--- src/design/saf_pkg.sv ---
// Shared types, character codes and helper functions for the socket address
// text formatter. No dependencies; every other design file refers to this one.
package saf_pkg;

  typedef struct packed {
    logic        is_ip6;
    logic [63:0] ip6_high;
    logic [63:0] ip6_low;
    logic [31:0] ip4_address;
    logic [15:0] port_number;
    logic [31:0] scope_number;
  } item_t;

  typedef struct packed {
    logic [7:0] text_char;
    logic       last_char;
  } result_t;

  typedef enum logic [1:0] {
    AM_GROUPS,
    AM_COMPAT,
    AM_MAPPED
  } addr_mode_e;

  typedef struct packed {
    item_t      item;
    logic [2:0] run_start;
    logic [3:0] run_length;
    addr_mode_e mode;
  } job_t;

  typedef enum logic [4:0] {
    ST_IDLE,
    ST_OPEN,
    ST_PRE_HEX,
    ST_PRE_SEP,
    ST_RUN_SEP,
    ST_POST_SEP,
    ST_POST_HEX,
    ST_TAIL_SEP,
    ST_PFX,
    ST_Q_DIG,
    ST_Q_DOT,
    ST_PCT,
    ST_CLOSE,
    ST_PCOL,
    ST_CONV,
    ST_FIND,
    ST_DIG,
    ST_DONE
  } st_e;

  localparam int unsigned QDEPTH = 2;
  localparam int unsigned QIDX_W = 1;
  localparam int unsigned QCNT_W = 2;

  localparam logic [7:0] CH_COLON = 8'h3a;
  localparam logic [7:0] CH_DOT   = 8'h2e;
  localparam logic [7:0] CH_PCT   = 8'h25;
  localparam logic [7:0] CH_LBR   = 8'h5b;
  localparam logic [7:0] CH_RBR   = 8'h5d;
  localparam logic [7:0] CH_ZERO  = 8'h30;

  // "::ffff:"; the compatible form uses only its first two characters
  localparam logic [0:6][7:0] PFX_TEXT = {8'h3a, 8'h3a, 8'h66, 8'h66, 8'h66, 8'h66, 8'h3a};
  localparam logic [2:0] PFX_LAST_COMPAT = 3'd1;
  localparam logic [2:0] PFX_LAST_MAPPED = 3'd6;

  localparam logic [15:0] GROUP_ONES = 16'hffff;
  localparam logic [3:0]  RUN_COMPAT = 4'd6;
  localparam logic [3:0]  RUN_MAPPED = 4'd5;
  localparam logic [3:0]  NUM_GROUPS = 4'd8;

  localparam logic [5:0] SCOPE_BITS = 6'd32;
  localparam logic [5:0] PORT_BITS  = 6'd16;

  function automatic logic [7:0] hex_char(input logic [3:0] n);
    logic [7:0] c;
    if (n < 4'd10) begin
      c = CH_ZERO + {4'b0, n};
    end else begin
      c = 8'h57 + {4'b0, n};
    end
    return c;
  endfunction

  // index of the most significant nonzero nibble, 0 for a zero group
  function automatic logic [1:0] hex_top(input logic [15:0] g);
    logic [1:0] t;
    if (g[15:12] != 4'd0) begin
      t = 2'd3;
    end else if (g[11:8] != 4'd0) begin
      t = 2'd2;
    end else if (g[7:4] != 4'd0) begin
      t = 2'd1;
    end else begin
      t = 2'd0;
    end
    return t;
  endfunction

  function automatic logic [1:0] byte_top(input logic [7:0] b);
    logic [1:0] t;
    if (b >= 8'd100) begin
      t = 2'd2;
    end else if (b >= 8'd10) begin
      t = 2'd1;
    end else begin
      t = 2'd0;
    end
    return t;
  endfunction

  function automatic logic [11:0] byte_bcd(input logic [7:0] b);
    logic [19:0] s;
    s = {12'b0, b};
    for (int i = 0; i < 8; i++) begin
      for (int n = 0; n < 3; n++) begin
        if (s[8 + 4*n +: 4] >= 4'd5) begin
          s[8 + 4*n +: 4] = s[8 + 4*n +: 4] + 4'd3;
        end
      end
      s = {s[18:0], 1'b0};
    end
    return s[19:8];
  endfunction

  // one double-dabble step over ten BCD digits
  function automatic logic [39:0] dabble(input logic [39:0] b, input logic bin);
    logic [39:0] s;
    s = b;
    for (int n = 0; n < 10; n++) begin
      if (s[4*n +: 4] >= 4'd5) begin
        s[4*n +: 4] = s[4*n +: 4] + 4'd3;
      end
    end
    return {s[38:0], bin};
  endfunction

  function automatic logic [3:0] dec_top(input logic [39:0] b);
    logic [3:0] t;
    t = 4'd0;
    for (int n = 1; n < 10; n++) begin
      if (b[4*n +: 4] != 4'd0) begin
        t = 4'(n);
      end
    end
    return t;
  endfunction

  function automatic logic [15:0] group_of(input logic [63:0] hi, input logic [63:0] lo,
                                           input logic [2:0] idx);
    logic [15:0] g;
    case (idx)
      3'd0:    g = hi[63:48];
      3'd1:    g = hi[47:32];
      3'd2:    g = hi[31:16];
      3'd3:    g = hi[15:0];
      3'd4:    g = lo[63:48];
      3'd5:    g = lo[47:32];
      3'd6:    g = lo[31:16];
      default: g = lo[15:0];
    endcase
    return g;
  endfunction

  function automatic logic [7:0] byte_at(input logic [31:0] v, input logic [1:0] idx);
    logic [7:0] b;
    case (idx)
      2'd0:    b = v[31:24];
      2'd1:    b = v[23:16];
      2'd2:    b = v[15:8];
      default: b = v[7:0];
    endcase
    return b;
  endfunction

endpackage

--- src/design/saf_front.sv ---
// Front end: takes address requests, finds the IPv6 zero run and text form,
// and holds classified jobs in a two-entry queue. Uses saf_pkg.
module saf_front (
  input  logic           clk_i,
  input  logic           rst_ni,
  input  logic           push_i,
  output logic           full_o,
  input  saf_pkg::item_t item_i,
  output logic           job_avail_o,
  input  logic           job_pop_i,
  output saf_pkg::job_t  job_o
);

  saf_pkg::job_t              mem_q [saf_pkg::QDEPTH];
  logic [saf_pkg::QIDX_W-1:0] wr_q, rd_q;
  logic [saf_pkg::QCNT_W-1:0] cnt_q;
  saf_pkg::job_t              job_new;
  logic                       take, give;

  // first longest run of two or more zero groups
  always_comb begin
    logic [3:0]  cur_start, cur_len, best_start, best_len;
    logic [15:0] g;
    cur_start  = 4'd0;
    cur_len    = 4'd0;
    best_start = 4'd0;
    best_len   = 4'd0;
    for (int i = 0; i < 8; i++) begin
      g = saf_pkg::group_of(item_i.ip6_high, item_i.ip6_low, 3'(i));
      if (g == 16'd0) begin
        if (cur_len == 4'd0) begin
          cur_start = 4'(i);
        end
        cur_len = cur_len + 4'd1;
      end else begin
        if (cur_len >= 4'd2 && cur_len > best_len) begin
          best_start = cur_start;
          best_len   = cur_len;
        end
        cur_len = 4'd0;
      end
    end
    if (cur_len >= 4'd2 && cur_len > best_len) begin
      best_start = cur_start;
      best_len   = cur_len;
    end
    job_new.item       = item_i;
    job_new.run_start  = best_start[2:0];
    job_new.run_length = best_len;
    job_new.mode       = saf_pkg::AM_GROUPS;
    if (best_len != 4'd0 && best_start == 4'd0) begin
      if (best_len == saf_pkg::RUN_COMPAT && item_i.ip6_low[31:16] != 16'd0) begin
        job_new.mode = saf_pkg::AM_COMPAT;
      end else if (best_len == saf_pkg::RUN_MAPPED &&
                   item_i.ip6_low[47:32] == saf_pkg::GROUP_ONES) begin
        job_new.mode = saf_pkg::AM_MAPPED;
      end
    end
  end

  assign full_o      = (cnt_q == saf_pkg::QCNT_W'(saf_pkg::QDEPTH));
  assign job_avail_o = (cnt_q != '0);
  assign take        = push_i && !full_o;
  assign give        = job_pop_i && job_avail_o;
  assign job_o       = mem_q[rd_q];

  always_ff @(posedge clk_i or negedge rst_ni) begin
    if (!rst_ni) begin
      wr_q  <= '0;
      rd_q  <= '0;
      cnt_q <= '0;
    end else begin
      if (take) begin
        wr_q <= wr_q + 1'b1;
      end
      if (give) begin
        rd_q <= rd_q + 1'b1;
      end
      if (take && !give) begin
        cnt_q <= cnt_q + 1'b1;
      end else if (give && !take) begin
        cnt_q <= cnt_q - 1'b1;
      end
    end
  end

  always_ff @(posedge clk_i) begin
    if (take) begin
      mem_q[wr_q] <= job_new;
    end
  end

endmodule

--- src/design/saf_back.sv ---
// Back end: walks one classified job and emits its text a character a cycle unless
// stalled or converting a number; a one-char holdback marks the last. Uses saf_pkg.
module saf_back (
  input  logic             clk_i,
  input  logic             rst_ni,
  input  logic             job_avail_i,
  output logic             job_pop_o,
  input  saf_pkg::job_t    job_i,
  output logic             empty_o,
  input  logic             pop_i,
  output saf_pkg::result_t result_o
);

  saf_pkg::st_e     state_q, state_d;
  saf_pkg::job_t    job_q, job_d;
  logic [2:0]       gi_q, gi_d, pi_q, pi_d;
  logic [1:0]       nib_q, nib_d, bi_q, bi_d, qd_q, qd_d;
  logic [31:0]      dv_q, dv_d;
  logic [5:0]       cnt_q, cnt_d;
  logic [39:0]      bcd_q, bcd_d;
  logic [3:0]       dig_q, dig_d;
  logic             dec_port_q, dec_port_d;
  logic [7:0]       pend_q;
  logic             pend_valid_q;
  saf_pkg::result_t out_q;
  logic             out_valid_q;

  logic             emit_en, can_put, step, push_out;
  logic [7:0]       emit_char;
  logic [15:0]      cur_grp;
  logic [31:0]      qv;
  logic [7:0]       cur_byte;
  logic [11:0]      cur_bcd3;

  function automatic saf_pkg::st_e addr_start(input saf_pkg::job_t j);
    saf_pkg::st_e s;
    if (j.mode != saf_pkg::AM_GROUPS) begin
      s = saf_pkg::ST_PFX;
    end else if (j.run_length == 4'd0) begin
      s = saf_pkg::ST_POST_HEX;
    end else if (j.run_start == 3'd0) begin
      s = saf_pkg::ST_RUN_SEP;
    end else begin
      s = saf_pkg::ST_PRE_HEX;
    end
    return s;
  endfunction

  function automatic saf_pkg::st_e after_addr(input saf_pkg::job_t j);
    saf_pkg::st_e s;
    if (j.item.scope_number != 32'd0) begin
      s = saf_pkg::ST_PCT;
    end else if (j.item.port_number != 16'd0) begin
      s = saf_pkg::ST_CLOSE;
    end else begin
      s = saf_pkg::ST_DONE;
    end
    return s;
  endfunction

  assign cur_grp  = saf_pkg::group_of(job_q.item.ip6_high, job_q.item.ip6_low, gi_q);
  assign qv       = job_q.item.is_ip6 ? job_q.item.ip6_low[31:0] : job_q.item.ip4_address;
  assign cur_byte = saf_pkg::byte_at(qv, bi_q);
  assign cur_bcd3 = saf_pkg::byte_bcd(cur_byte);

  // character output per state
  always_comb begin
    emit_en   = 1'b1;
    emit_char = saf_pkg::CH_COLON;
    case (state_q)
      saf_pkg::ST_OPEN:     emit_char = saf_pkg::CH_LBR;
      saf_pkg::ST_PRE_HEX,
      saf_pkg::ST_POST_HEX: emit_char = saf_pkg::hex_char(cur_grp[nib_q*4 +: 4]);
      saf_pkg::ST_PRE_SEP,
      saf_pkg::ST_RUN_SEP,
      saf_pkg::ST_POST_SEP,
      saf_pkg::ST_TAIL_SEP,
      saf_pkg::ST_PCOL:     emit_char = saf_pkg::CH_COLON;
      saf_pkg::ST_PFX:      emit_char = saf_pkg::PFX_TEXT[pi_q];
      saf_pkg::ST_Q_DIG:    emit_char = saf_pkg::CH_ZERO + {4'b0, cur_bcd3[qd_q*4 +: 4]};
      saf_pkg::ST_Q_DOT:    emit_char = saf_pkg::CH_DOT;
      saf_pkg::ST_PCT:      emit_char = saf_pkg::CH_PCT;
      saf_pkg::ST_CLOSE:    emit_char = saf_pkg::CH_RBR;
      saf_pkg::ST_DIG:      emit_char = saf_pkg::CH_ZERO + {4'b0, bcd_q[dig_q*4 +: 4]};
      default:              emit_en   = 1'b0;
    endcase
  end

  assign can_put  = !out_valid_q || pop_i;
  assign step     = (state_q == saf_pkg::ST_DONE) ? can_put
                                                  : !(emit_en && pend_valid_q && !can_put);
  assign push_out = step && ((emit_en && pend_valid_q) || state_q == saf_pkg::ST_DONE);

  // next state and walk counters
  always_comb begin
    logic       load_nib, load_qd, start_scope, start_port;
    logic [3:0] run_end;
    state_d     = state_q;
    job_d       = job_q;
    gi_d        = gi_q;
    pi_d        = pi_q;
    nib_d       = nib_q;
    bi_d        = bi_q;
    qd_d        = qd_q;
    dv_d        = dv_q;
    cnt_d       = cnt_q;
    bcd_d       = bcd_q;
    dig_d       = dig_q;
    dec_port_d  = dec_port_q;
    job_pop_o   = 1'b0;
    load_nib    = 1'b0;
    load_qd     = 1'b0;
    start_scope = 1'b0;
    start_port  = 1'b0;
    run_end     = {1'b0, job_q.run_start} + job_q.run_length;
    if (step) begin
      case (state_q)
        saf_pkg::ST_IDLE: begin
          if (job_avail_i) begin
            job_pop_o = 1'b1;
            job_d     = job_i;
            gi_d      = 3'd0;
            pi_d      = 3'd0;
            bi_d      = 2'd0;
            if (job_i.item.is_ip6) begin
              load_nib = 1'b1;
              state_d  = (job_i.item.port_number != 16'd0) ? saf_pkg::ST_OPEN
                                                           : addr_start(job_i);
            end else if (job_i.item.port_number == 16'd0 ||
                         job_i.item.ip4_address != 32'd0) begin
              load_qd = 1'b1;
              state_d = saf_pkg::ST_Q_DIG;
            end else begin
              start_port = 1'b1;
            end
          end
        end
        saf_pkg::ST_OPEN: begin
          state_d = addr_start(job_q);
        end
        saf_pkg::ST_PRE_HEX: begin
          if (nib_q == 2'd0) begin
            state_d = saf_pkg::ST_PRE_SEP;
          end else begin
            nib_d = nib_q - 2'd1;
          end
        end
        saf_pkg::ST_PRE_SEP: begin
          if (gi_q + 3'd1 == job_q.run_start) begin
            gi_d     = run_end[2:0];
            load_nib = 1'b1;
            state_d  = (run_end >= saf_pkg::NUM_GROUPS) ? saf_pkg::ST_TAIL_SEP
                                                        : saf_pkg::ST_POST_SEP;
          end else begin
            gi_d     = gi_q + 3'd1;
            load_nib = 1'b1;
            state_d  = saf_pkg::ST_PRE_HEX;
          end
        end
        saf_pkg::ST_RUN_SEP: begin
          gi_d     = run_end[2:0];
          load_nib = 1'b1;
          state_d  = (run_end >= saf_pkg::NUM_GROUPS) ? saf_pkg::ST_TAIL_SEP
                                                      : saf_pkg::ST_POST_SEP;
        end
        saf_pkg::ST_POST_SEP: begin
          state_d = saf_pkg::ST_POST_HEX;
        end
        saf_pkg::ST_POST_HEX: begin
          if (nib_q != 2'd0) begin
            nib_d = nib_q - 2'd1;
          end else if (gi_q == 3'd7) begin
            state_d = after_addr(job_q);
          end else begin
            gi_d     = gi_q + 3'd1;
            load_nib = 1'b1;
            state_d  = saf_pkg::ST_POST_SEP;
          end
        end
        saf_pkg::ST_TAIL_SEP: begin
          state_d = after_addr(job_q);
        end
        saf_pkg::ST_PFX: begin
          if (pi_q == ((job_q.mode == saf_pkg::AM_MAPPED) ? saf_pkg::PFX_LAST_MAPPED
                                                          : saf_pkg::PFX_LAST_COMPAT)) begin
            bi_d    = 2'd0;
            load_qd = 1'b1;
            state_d = saf_pkg::ST_Q_DIG;
          end else begin
            pi_d = pi_q + 3'd1;
          end
        end
        saf_pkg::ST_Q_DIG: begin
          if (qd_q != 2'd0) begin
            qd_d = qd_q - 2'd1;
          end else if (bi_q != 2'd3) begin
            state_d = saf_pkg::ST_Q_DOT;
          end else if (job_q.item.is_ip6) begin
            state_d = after_addr(job_q);
          end else begin
            state_d = (job_q.item.port_number != 16'd0) ? saf_pkg::ST_PCOL
                                                        : saf_pkg::ST_DONE;
          end
        end
        saf_pkg::ST_Q_DOT: begin
          bi_d    = bi_q + 2'd1;
          load_qd = 1'b1;
          state_d = saf_pkg::ST_Q_DIG;
        end
        saf_pkg::ST_PCT: begin
          start_scope = 1'b1;
        end
        saf_pkg::ST_CLOSE: begin
          state_d = saf_pkg::ST_PCOL;
        end
        saf_pkg::ST_PCOL: begin
          start_port = 1'b1;
        end
        saf_pkg::ST_CONV: begin
          bcd_d = saf_pkg::dabble(bcd_q, dv_q[31]);
          dv_d  = {dv_q[30:0], 1'b0};
          cnt_d = cnt_q - 6'd1;
          if (cnt_q == 6'd1) begin
            state_d = saf_pkg::ST_FIND;
          end
        end
        saf_pkg::ST_FIND: begin
          dig_d   = saf_pkg::dec_top(bcd_q);
          state_d = saf_pkg::ST_DIG;
        end
        saf_pkg::ST_DIG: begin
          if (dig_q != 4'd0) begin
            dig_d = dig_q - 4'd1;
          end else if (!dec_port_q && job_q.item.port_number != 16'd0) begin
            state_d = saf_pkg::ST_CLOSE;
          end else begin
            state_d = saf_pkg::ST_DONE;
          end
        end
        saf_pkg::ST_DONE: begin
          state_d = saf_pkg::ST_IDLE;
        end
        default: begin
          state_d = saf_pkg::ST_IDLE;
        end
      endcase
    end
    if (load_nib) begin
      nib_d = saf_pkg::hex_top(saf_pkg::group_of(job_d.item.ip6_high,
                                                 job_d.item.ip6_low, gi_d));
    end
    if (load_qd) begin
      qd_d = saf_pkg::byte_top(saf_pkg::byte_at(
        job_d.item.is_ip6 ? job_d.item.ip6_low[31:0] : job_d.item.ip4_address, bi_d));
    end
    if (start_scope || start_port) begin
      // port is left-aligned so both conversions take the top bit first
      dv_d       = start_port ? {job_d.item.port_number, 16'd0} : job_d.item.scope_number;
      cnt_d      = start_port ? saf_pkg::PORT_BITS : saf_pkg::SCOPE_BITS;
      bcd_d      = '0;
      dec_port_d = start_port;
      state_d    = saf_pkg::ST_CONV;
    end
  end

  always_ff @(posedge clk_i or negedge rst_ni) begin
    if (!rst_ni) begin
      state_q      <= saf_pkg::ST_IDLE;
      pend_valid_q <= 1'b0;
      out_valid_q  <= 1'b0;
    end else begin
      state_q <= state_d;
      if (step && emit_en) begin
        pend_valid_q <= 1'b1;
      end else if (step && state_q == saf_pkg::ST_DONE) begin
        pend_valid_q <= 1'b0;
      end
      if (push_out) begin
        out_valid_q <= 1'b1;
      end else if (pop_i) begin
        out_valid_q <= 1'b0;
      end
    end
  end

  always_ff @(posedge clk_i) begin
    job_q      <= job_d;
    gi_q       <= gi_d;
    pi_q       <= pi_d;
    nib_q      <= nib_d;
    bi_q       <= bi_d;
    qd_q       <= qd_d;
    dv_q       <= dv_d;
    cnt_q      <= cnt_d;
    bcd_q      <= bcd_d;
    dig_q      <= dig_d;
    dec_port_q <= dec_port_d;
    if (step && emit_en) begin
      pend_q <= emit_char;
    end
    if (push_out) begin
      out_q.text_char <= pend_q;
      out_q.last_char <= (state_q == saf_pkg::ST_DONE);
    end
  end

  assign empty_o  = !out_valid_q;
  assign result_o = out_q;

endmodule

--- src/design/socket_address_text_formatter.sv ---
// Socket address text formatter top level: front classifier and back emitter.
// Depends on saf_pkg, saf_front and saf_back.
//
//   channel  | direction | handshake         | payload
//   ---------+-----------+-------------------+-------------------------------
//   request  | in        | push_i / full_o   | item_i   (saf_pkg::item_t)
//   result   | out       | pop_i / empty_o   | result_o (saf_pkg::result_t)
//
// One character leaves per cycle while the output is popped; each decimal
// number (scope, port) first runs through a bit-serial BCD converter, which
// emits no characters. Two requests queue between front and back, so a new
// one is taken while text is still going out. Reset clears queue, walker
// state and output register.
module socket_address_text_formatter (
  input  logic             clk_i,
  input  logic             rst_ni,
  input  logic             push_i,
  output logic             full_o,
  input  saf_pkg::item_t   item_i,
  output logic             empty_o,
  input  logic             pop_i,
  output saf_pkg::result_t result_o
);

  logic          job_avail, job_pop;
  saf_pkg::job_t job;

  saf_front u_front (
    .clk_i       (clk_i),
    .rst_ni      (rst_ni),
    .push_i      (push_i),
    .full_o      (full_o),
    .item_i      (item_i),
    .job_avail_o (job_avail),
    .job_pop_i   (job_pop),
    .job_o       (job)
  );

  saf_back u_back (
    .clk_i       (clk_i),
    .rst_ni      (rst_ni),
    .job_avail_i (job_avail),
    .job_pop_o   (job_pop),
    .job_i       (job),
    .empty_o     (empty_o),
    .pop_i       (pop_i),
    .result_o    (result_o)
  );

`ifndef SYNTHESIS
  a_pop_needs_job: assert property (@(posedge clk_i) disable iff (!rst_ni)
    job_pop |-> job_avail) else $error("job taken from empty queue");

  a_full_holds: assert property (@(posedge clk_i) disable iff (!rst_ni)
    full_o && !job_pop |=> full_o) else $error("queue drained without a take");

  a_full_has_job: assert property (@(posedge clk_i) disable iff (!rst_ni)
    full_o |-> job_avail) else $error("queue full yet no job offered");
`endif

endmodule
--- config.mk ---
export PLATFORM = sky130hd
export DESIGN_NAME = socket_address_text_formatter
export DESIGN_NICKNAME = d
export VERILOG_FILES = /design/src/design/saf_pkg.sv /design/src/design/saf_front.sv /design/src/design/saf_back.sv /design/src/design/socket_address_text_formatter.sv
export SDC_FILE = /design/constraint.sdc
export NUM_CORES = 1
export LEC_CHECK = 0
export BUFFER_PORTS_ARGS = -buffer_cell sky130_fd_sc_hd__buf_2
export CAP_MARGIN = 10
export CORE_ASPECT_RATIO = 1.4
export CORE_MARGIN = 10
export CORE_UTILIZATION = 63
export CTS_BUF_LIST = sky130_fd_sc_hd__clkbuf_4 sky130_fd_sc_hd__clkbuf_8
export DETAILED_ROUTE_END_ITERATION = 10
export PLACE_DENSITY = 0.82
export SETUP_SLACK_MARGIN = 0.2
export SLEW_MARGIN = 10
export SYNTH_ARGS = -nofsm -noshare
export SYNTH_HDL_FRONTEND = slang
export SYNTH_HIERARCHICAL = 1
export SYNTH_SLANG_ARGS = --single-unit
--- constraint.sdc ---
create_clock -name clk_i -period 15.2 [get_ports clk_i]
set_input_delay 2.28 -clock clk_i [delete_from_list [all_inputs] [get_ports clk_i]]
set_output_delay 2.28 -clock clk_i [all_outputs]
set_load 0.005 [all_outputs]
# Word-level counts from Yosys, hierarchy flattened
# Memory sizes are Yosys's and may differ from the RTL's.
# Index checks and enable logic that the tools add are counted.
word_totals:
  ff_bits: 341
  latch_bits: 0
  ram_bits: 436
  rom_bits: 64
  input_bits: 213
  output_inout_bits: 11
  word_cells: 468
  mem_count: 2
mem_list:
  columns: ["memory", "depth", "word_bits", "rd", "rd_ports_with_merged_regs", "write_ports", "line", "text"]
  rows:
  - ["u_front.mem_q", 2, 218, 1, 0, 1, "saf_front.sv:14", "saf_pkg::job_t mem_q [saf_pkg::QDEPTH];"]
  - ["(no name shown)", 8, 8, 1, 0, 0, "saf_back.sv:79", "saf_pkg::ST_PFX: emit_char = saf_pkg::PFX_TEXT[pi_q];"]
classes:
  add_sub_neg: 40
  n_mul: 0
  div_mod_pow: 0
  magnitude_cmp: 38
  n_eq_ne: 57
  n_shift: 3
  mux: 192
  bitwise_logic: 1
  reduce_logical: 107
op_table:
  columns: ["op", "n"]
  rows:
  - ["$mux W218", 3]
  - ["$mux W4", 66]
  - ["$pmux W16 S7", 2]
  - ["$mux W32", 6]
  - ["$logic_not A16 Y1", 9]
  - ["$mux W5", 24]
  - ["$pmux W5 S16", 1]
  - ["$pmux W8 S8", 1]
  - ["$reduce_bool A32 Y1", 2]
  - ["$ge A4 B3 Y1 const B", 15]
  - ["$add A4 B2 Y4 const B", 14]
  - ["$reduce_bool A4 Y1", 14]
  - ["$pmux W8 S3", 2]
  - ["$reduce_bool A16 Y1", 3]
  - ["$mux W3", 15]
  - ["$mux W2", 22]
  - ["$eq A5 B4 Y1 const B", 8]
  - ["$logic_not A4 Y1", 10]
  - ["$shiftx A40 B7 Y4", 1]
  - ["$mux W1", 33]
  - ["$mux W8", 4]
  - ["$reduce_bool A2 Y1", 16]
  - ["$ge A4 B2 Y1 const B", 7]
  - ["$gt A4 B4 Y1", 7]
  - ["other kinds (64)", 153]

# Logic depth before layout (Yosys ltp)
depth:
  word_depth: 38
  mapped_depth: 52
  ltp_nobuf: 51

# By module
# Netlist, hierarchy kept.
by_module_without_submodules:
  columns: ["module", "n_inst", "cells_per_inst", "area_each_um2", "seq_area_each_um2"]
  rows:
  - ["saf_back", 1, 2193, 18007.3, 7722.4]
  - ["saf_front", 1, 988, 17855.9, 13192.7]

# Worst setup path before layout
# Ideal clock, no wire load.
synth_path:
  path_kind: "input -> register"
  from: "input push_i"
  to: "memory u_front/mem_q[0][0] in the netlist's numbering (enable)"
  setup_time_ns: 0.800
  t_arrival_ns: 11.404
  required_ns: 14.400
  slack_ns: 2.996
  stages: 2
  n_path_buf: 0
  cell_sequence: "nand2_1 > nor2_1"
synth_between:
  elab_chain_len: 3
synth_lines:
  columns: ["element", "line", "text"]
  rows:
  - ["start: declaration", "socket_address_text_formatter.sv:17", "input logic push_i,"]
  - ["$logic_and A1 B1 Y1", "saf_front.sv:63", "assign take = push_i && !full_o;"]
  - ["$mux W1", "saf_front.sv:88", "if (take) begin"]
  - ["$mux W1 (not written as such)", "saf_front.sv:89", "mem_q[wr_q] <= job_new;"]
  - ["end: declaration", "saf_front.sv:14", null]
# No other way between the ends.

==> impl_metrics.py <==
metrics = {
    "sta": {
        "fmax_mhz": 76.4,
        "post-route-min-period_ns": 13.10,
        "fin_crit_sh": 0.862,
        "worst_pin_slew_ns": 1.14,
        "setup_viol": 0,
        "finClkSkew_ns": 0.0261,
        "fin_tns_setup_ns": 0,
        "grt_setup_unrepaired": "no",
        "hold_viol_final": 0,
        "slew_violations": 0,
        "maxSlewHeadroom": 0.233,
    },
    "floorplanning": {
        "placementRows": 103,
        "design.core.area_mm2": 0.0564,
        "ios": 224,
        "die_area_mm2": 0.0670,
        "initial_core_util": 0.635,
        "die_h_um": 302,
        "die_width_um": 222,
    },
    "setup_path": {
        "max_stage_delay_ns": 0.66,
        "criticalPathCategory": "in2reg",
        "cpMostUsedCell": "ha_1",
        "start_kind": "primary input",
        "endpoint_kind": "register",
        "worst-endpoint-arrival_ns": 13.60,
        "cp.required_ns": 15.70,
        "slowest_stage": "nor4_1",
        "path_max_fanout": 10,
    },
    "layout": {
        "finish.utilization": 0.704,
        "n_fill_cell": 3992,
        "drive_above_1_share": 0.209,
        "area_growth_syn_to_layout_pct": 10.8,
        "final_net_count": 3683,
    },
    "route": {
        "firstDrtPassIters": 10,
        "finalWirelength_um": 98800,
        "drc": 0,
        "routedWlPerCell_um": 23.4,
        "ant_nets": 0,
        "vias_per_cell": 6.23,
        "drt-initial-drc-count": 2889,
        "routed-via-count": 26323,
    },
    "logic_synthesis": {
        "synthArstFlopShare": 0.0142,
        "synth_warnings": 6,
        "synthCells": 3181,
        "syn_area_per_cell_um2": 11.3,
        "syn-cell-area_mm2": 0.0359,
        "synth.distinct_cells": 102,
        "yosysSeqAreaShare": 0.583,
        "syn_nets": 3474,
        "synth_top_flop_cell": "edfxtp_1",
        "synth_edf_count": 534,
        "ys_ff_latch": 775,
    },
    "cts": {
        "clock_sinks": 775,
        "post_cts_buffers": 0,
        "clockRootBuffer": "clkbuf_8",
        "postCtsHoldBufs": 0,
        "cts_resized": 0,
        "cts.clk_slew.worst_paths_ns": 0.06,
        "clk_path_buf_depth": 3,
        "numCtsBuffers": 107,
        "cts_tree": "built",
        "htree_levels": 3,
        "clk_latency_ns": 0.74,
    },
    "global_routing": {
        "grt_pass1_wl_um": 151000,
        "antenna_found_initial": 4,
        "grt_max_degree": 92,
        "grt_overflow_total": 0,
        "grt.total_usage": 0.286,
        "grt_pass1_vias": 27070,
    },
    "flow_run": {
        "cap_violations": 0,
    },
    "power": {
        "power_density_mw_per_mm2": 240,
        "leakagePower_nw": 15.1,
        "vdd_drop_max_mv": 0.254,
    },
    "placed_design": {
        "port_buffers": 222,
        "dp_hpwl_um": 71700,
        "gp_congestion": 0.992,
    },
    "run_status": {
        "outcome": "finished, final reports clean",
    },
    "min_path": {
        "worstHoldPathType": "reg2reg",
    },
}
==> layout by cell type, fill, tap and decap left out, drive strengths merged, types with 22 or more instances in the layout <==
cell type	Yosys	routed
nand3	58	58
nor2b	34	34
nor2	207	207
dfxtp	230	230
buf	39	256
clkbuf	117	137
a21oi	134	134
a22oi	23	23
a222oi	31	31
xnor2	31	31
nor3	37	37
clkinv	3	54
nand2b	22	22
o21ai	107	107
nor4	78	78
nand2	639	639
mux2	248	248
edfxtp	534	534
mux2i	44	44
ha	79	79
nand4	35	35
inv	103	107
a221o	22	22
==> final timing paths <==
path,start,end,slack [ns],cells after the start
hold / removal,u_back/pend_q[2]$_DFFE_PP_,u_back/result_o[3]$_DFFE_PP_,0.42,0
hold reg to reg,u_back/pend_q[2]$_DFFE_PP_,u_back/result_o[3]$_DFFE_PP_,0.42,0
min in group asynchronous,rst_ni,u_back/out_valid_q$_DFFE_PN0P_,1.42,1
setup reg to reg,u_back/bi_q[0]$_DFF_P_,u_back/pend_q[2]$_DFFE_PP_,7.11,30
max in group asynchronous,rst_ni,u_front/rd_q$_DFFE_PN0P_,13.51,1
setup / recovery,item_i[193],u_front/mem_q[0][1]$_DFFE_PP_,2.10,47
==> Yosys cell counts (31+ instances only) <==
cell type	count	area (µm²)
nand2_1	637	2390
edfxtp_1	534	16000
mux2_2	243	2740
dfxtp_1	230	4600
nor2_1	204	766
a21oi_1	132	661
clkbuf_1	117	439
o21ai_0	103	515
inv_1	98	368
ha_1	79	988
nor4_1	78	488
nand3_1	58	290
mux2i_1	44	440
nor3_1	36	180
nand4_1	35	219
nor2b_1	34	213
a222oi_1	31	310
xnor2_1	31	272
==> critical path: cells and delay by family <==
family                     cells  cell delay [ns]
and+or+nand+nor               21             4.94
buffers and inverters          2             0.20
adders and majority gates      7             2.04
AOI/OAI and AO/OA             14             3.23
muxes                          3             0.93
==> sequential cells by signal, indices dropped and copies added (netlist names), 3 cells and up, named ones only <==
name / flops
u_back/bcd_q: 40
u_back/cnt_q: 6
u_back/dig_q: 4
u_back/dv_q: 32
u_back/gi_q: 3
u_back/job_q: 194
u_back/pend_q: 7
u_back/pi_q: 3
u_back/result_o: 8
u_back/state_q: 5
u_front/mem_q: 436
==> layer usage <==
| metal | global-route usage | share of wire |
|---|---|---|
| met1 | 0.310 | 0.36 |
| met2 | 0.516 | 0.52 |
| met3 | 0.0429 | 0.058 |
| met4 | 0.181 | 0.062 |
| met5 | 0 | 0.000071 |
==> cell type report <==
| class | count | area, µm² | share of cell area |
|---|---|---|---|
| multi-input combinational | 2144 | 13900 | 0.350 |
| inverter | 106 | 403 | 0.0101 |
| clock inverter | 66 | 478 | 0.0120 |
| timing repair buffer | 256 | 1370 | 0.0344 |
| tap | 735 | 920 | 0.0231 |
| sequential | 775 | 20900 | 0.526 |
| antenna | 3 | 7.51 | 0.000189 |
| clock buffer | 137 | 1720 | 0.0432 |
==> cell families after synthesis <==
kind of cell,synth area share
other cells,0.000209
mux,0.0987
compound gates,0.0994
simple gates,0.151
flops,0.583
xor+xnor,0.00966
fa+ha+maj,0.0281
buf+inv,0.0294
==> where the power goes <==
| part | leakage (nW) | total, mW | switching [mW] | internal [mW] |
|---|---|---|---|---|
| logic | 6.98 | 4.48 | 2.77 | 1.71 |
| clock network | 1.13 | 1.63 | 0.803 | 0.823 |
| registers | 7.00 | 3.43 | 0.403 | 3.02 |
==> per-stage QoR <==
step	area [µm²]	setup slack, ns	hold slack, ns	instances	power, mW
3_3_place_gp	37500	1.66	0.403	4016	7.67
5_1_grt	39700	1.02	0.437	4222	10.1
6_report	39700	2.10	0.421	4222	9.53
4_1_cts	39700	2.12	0.421	4219	9.49
2_1_floorplan	35900	3.00	0.400	3181	6.54
3_5_place_dp	37500	1.33	0.406	4016	7.84
Power figures use the tool's default switching activity.
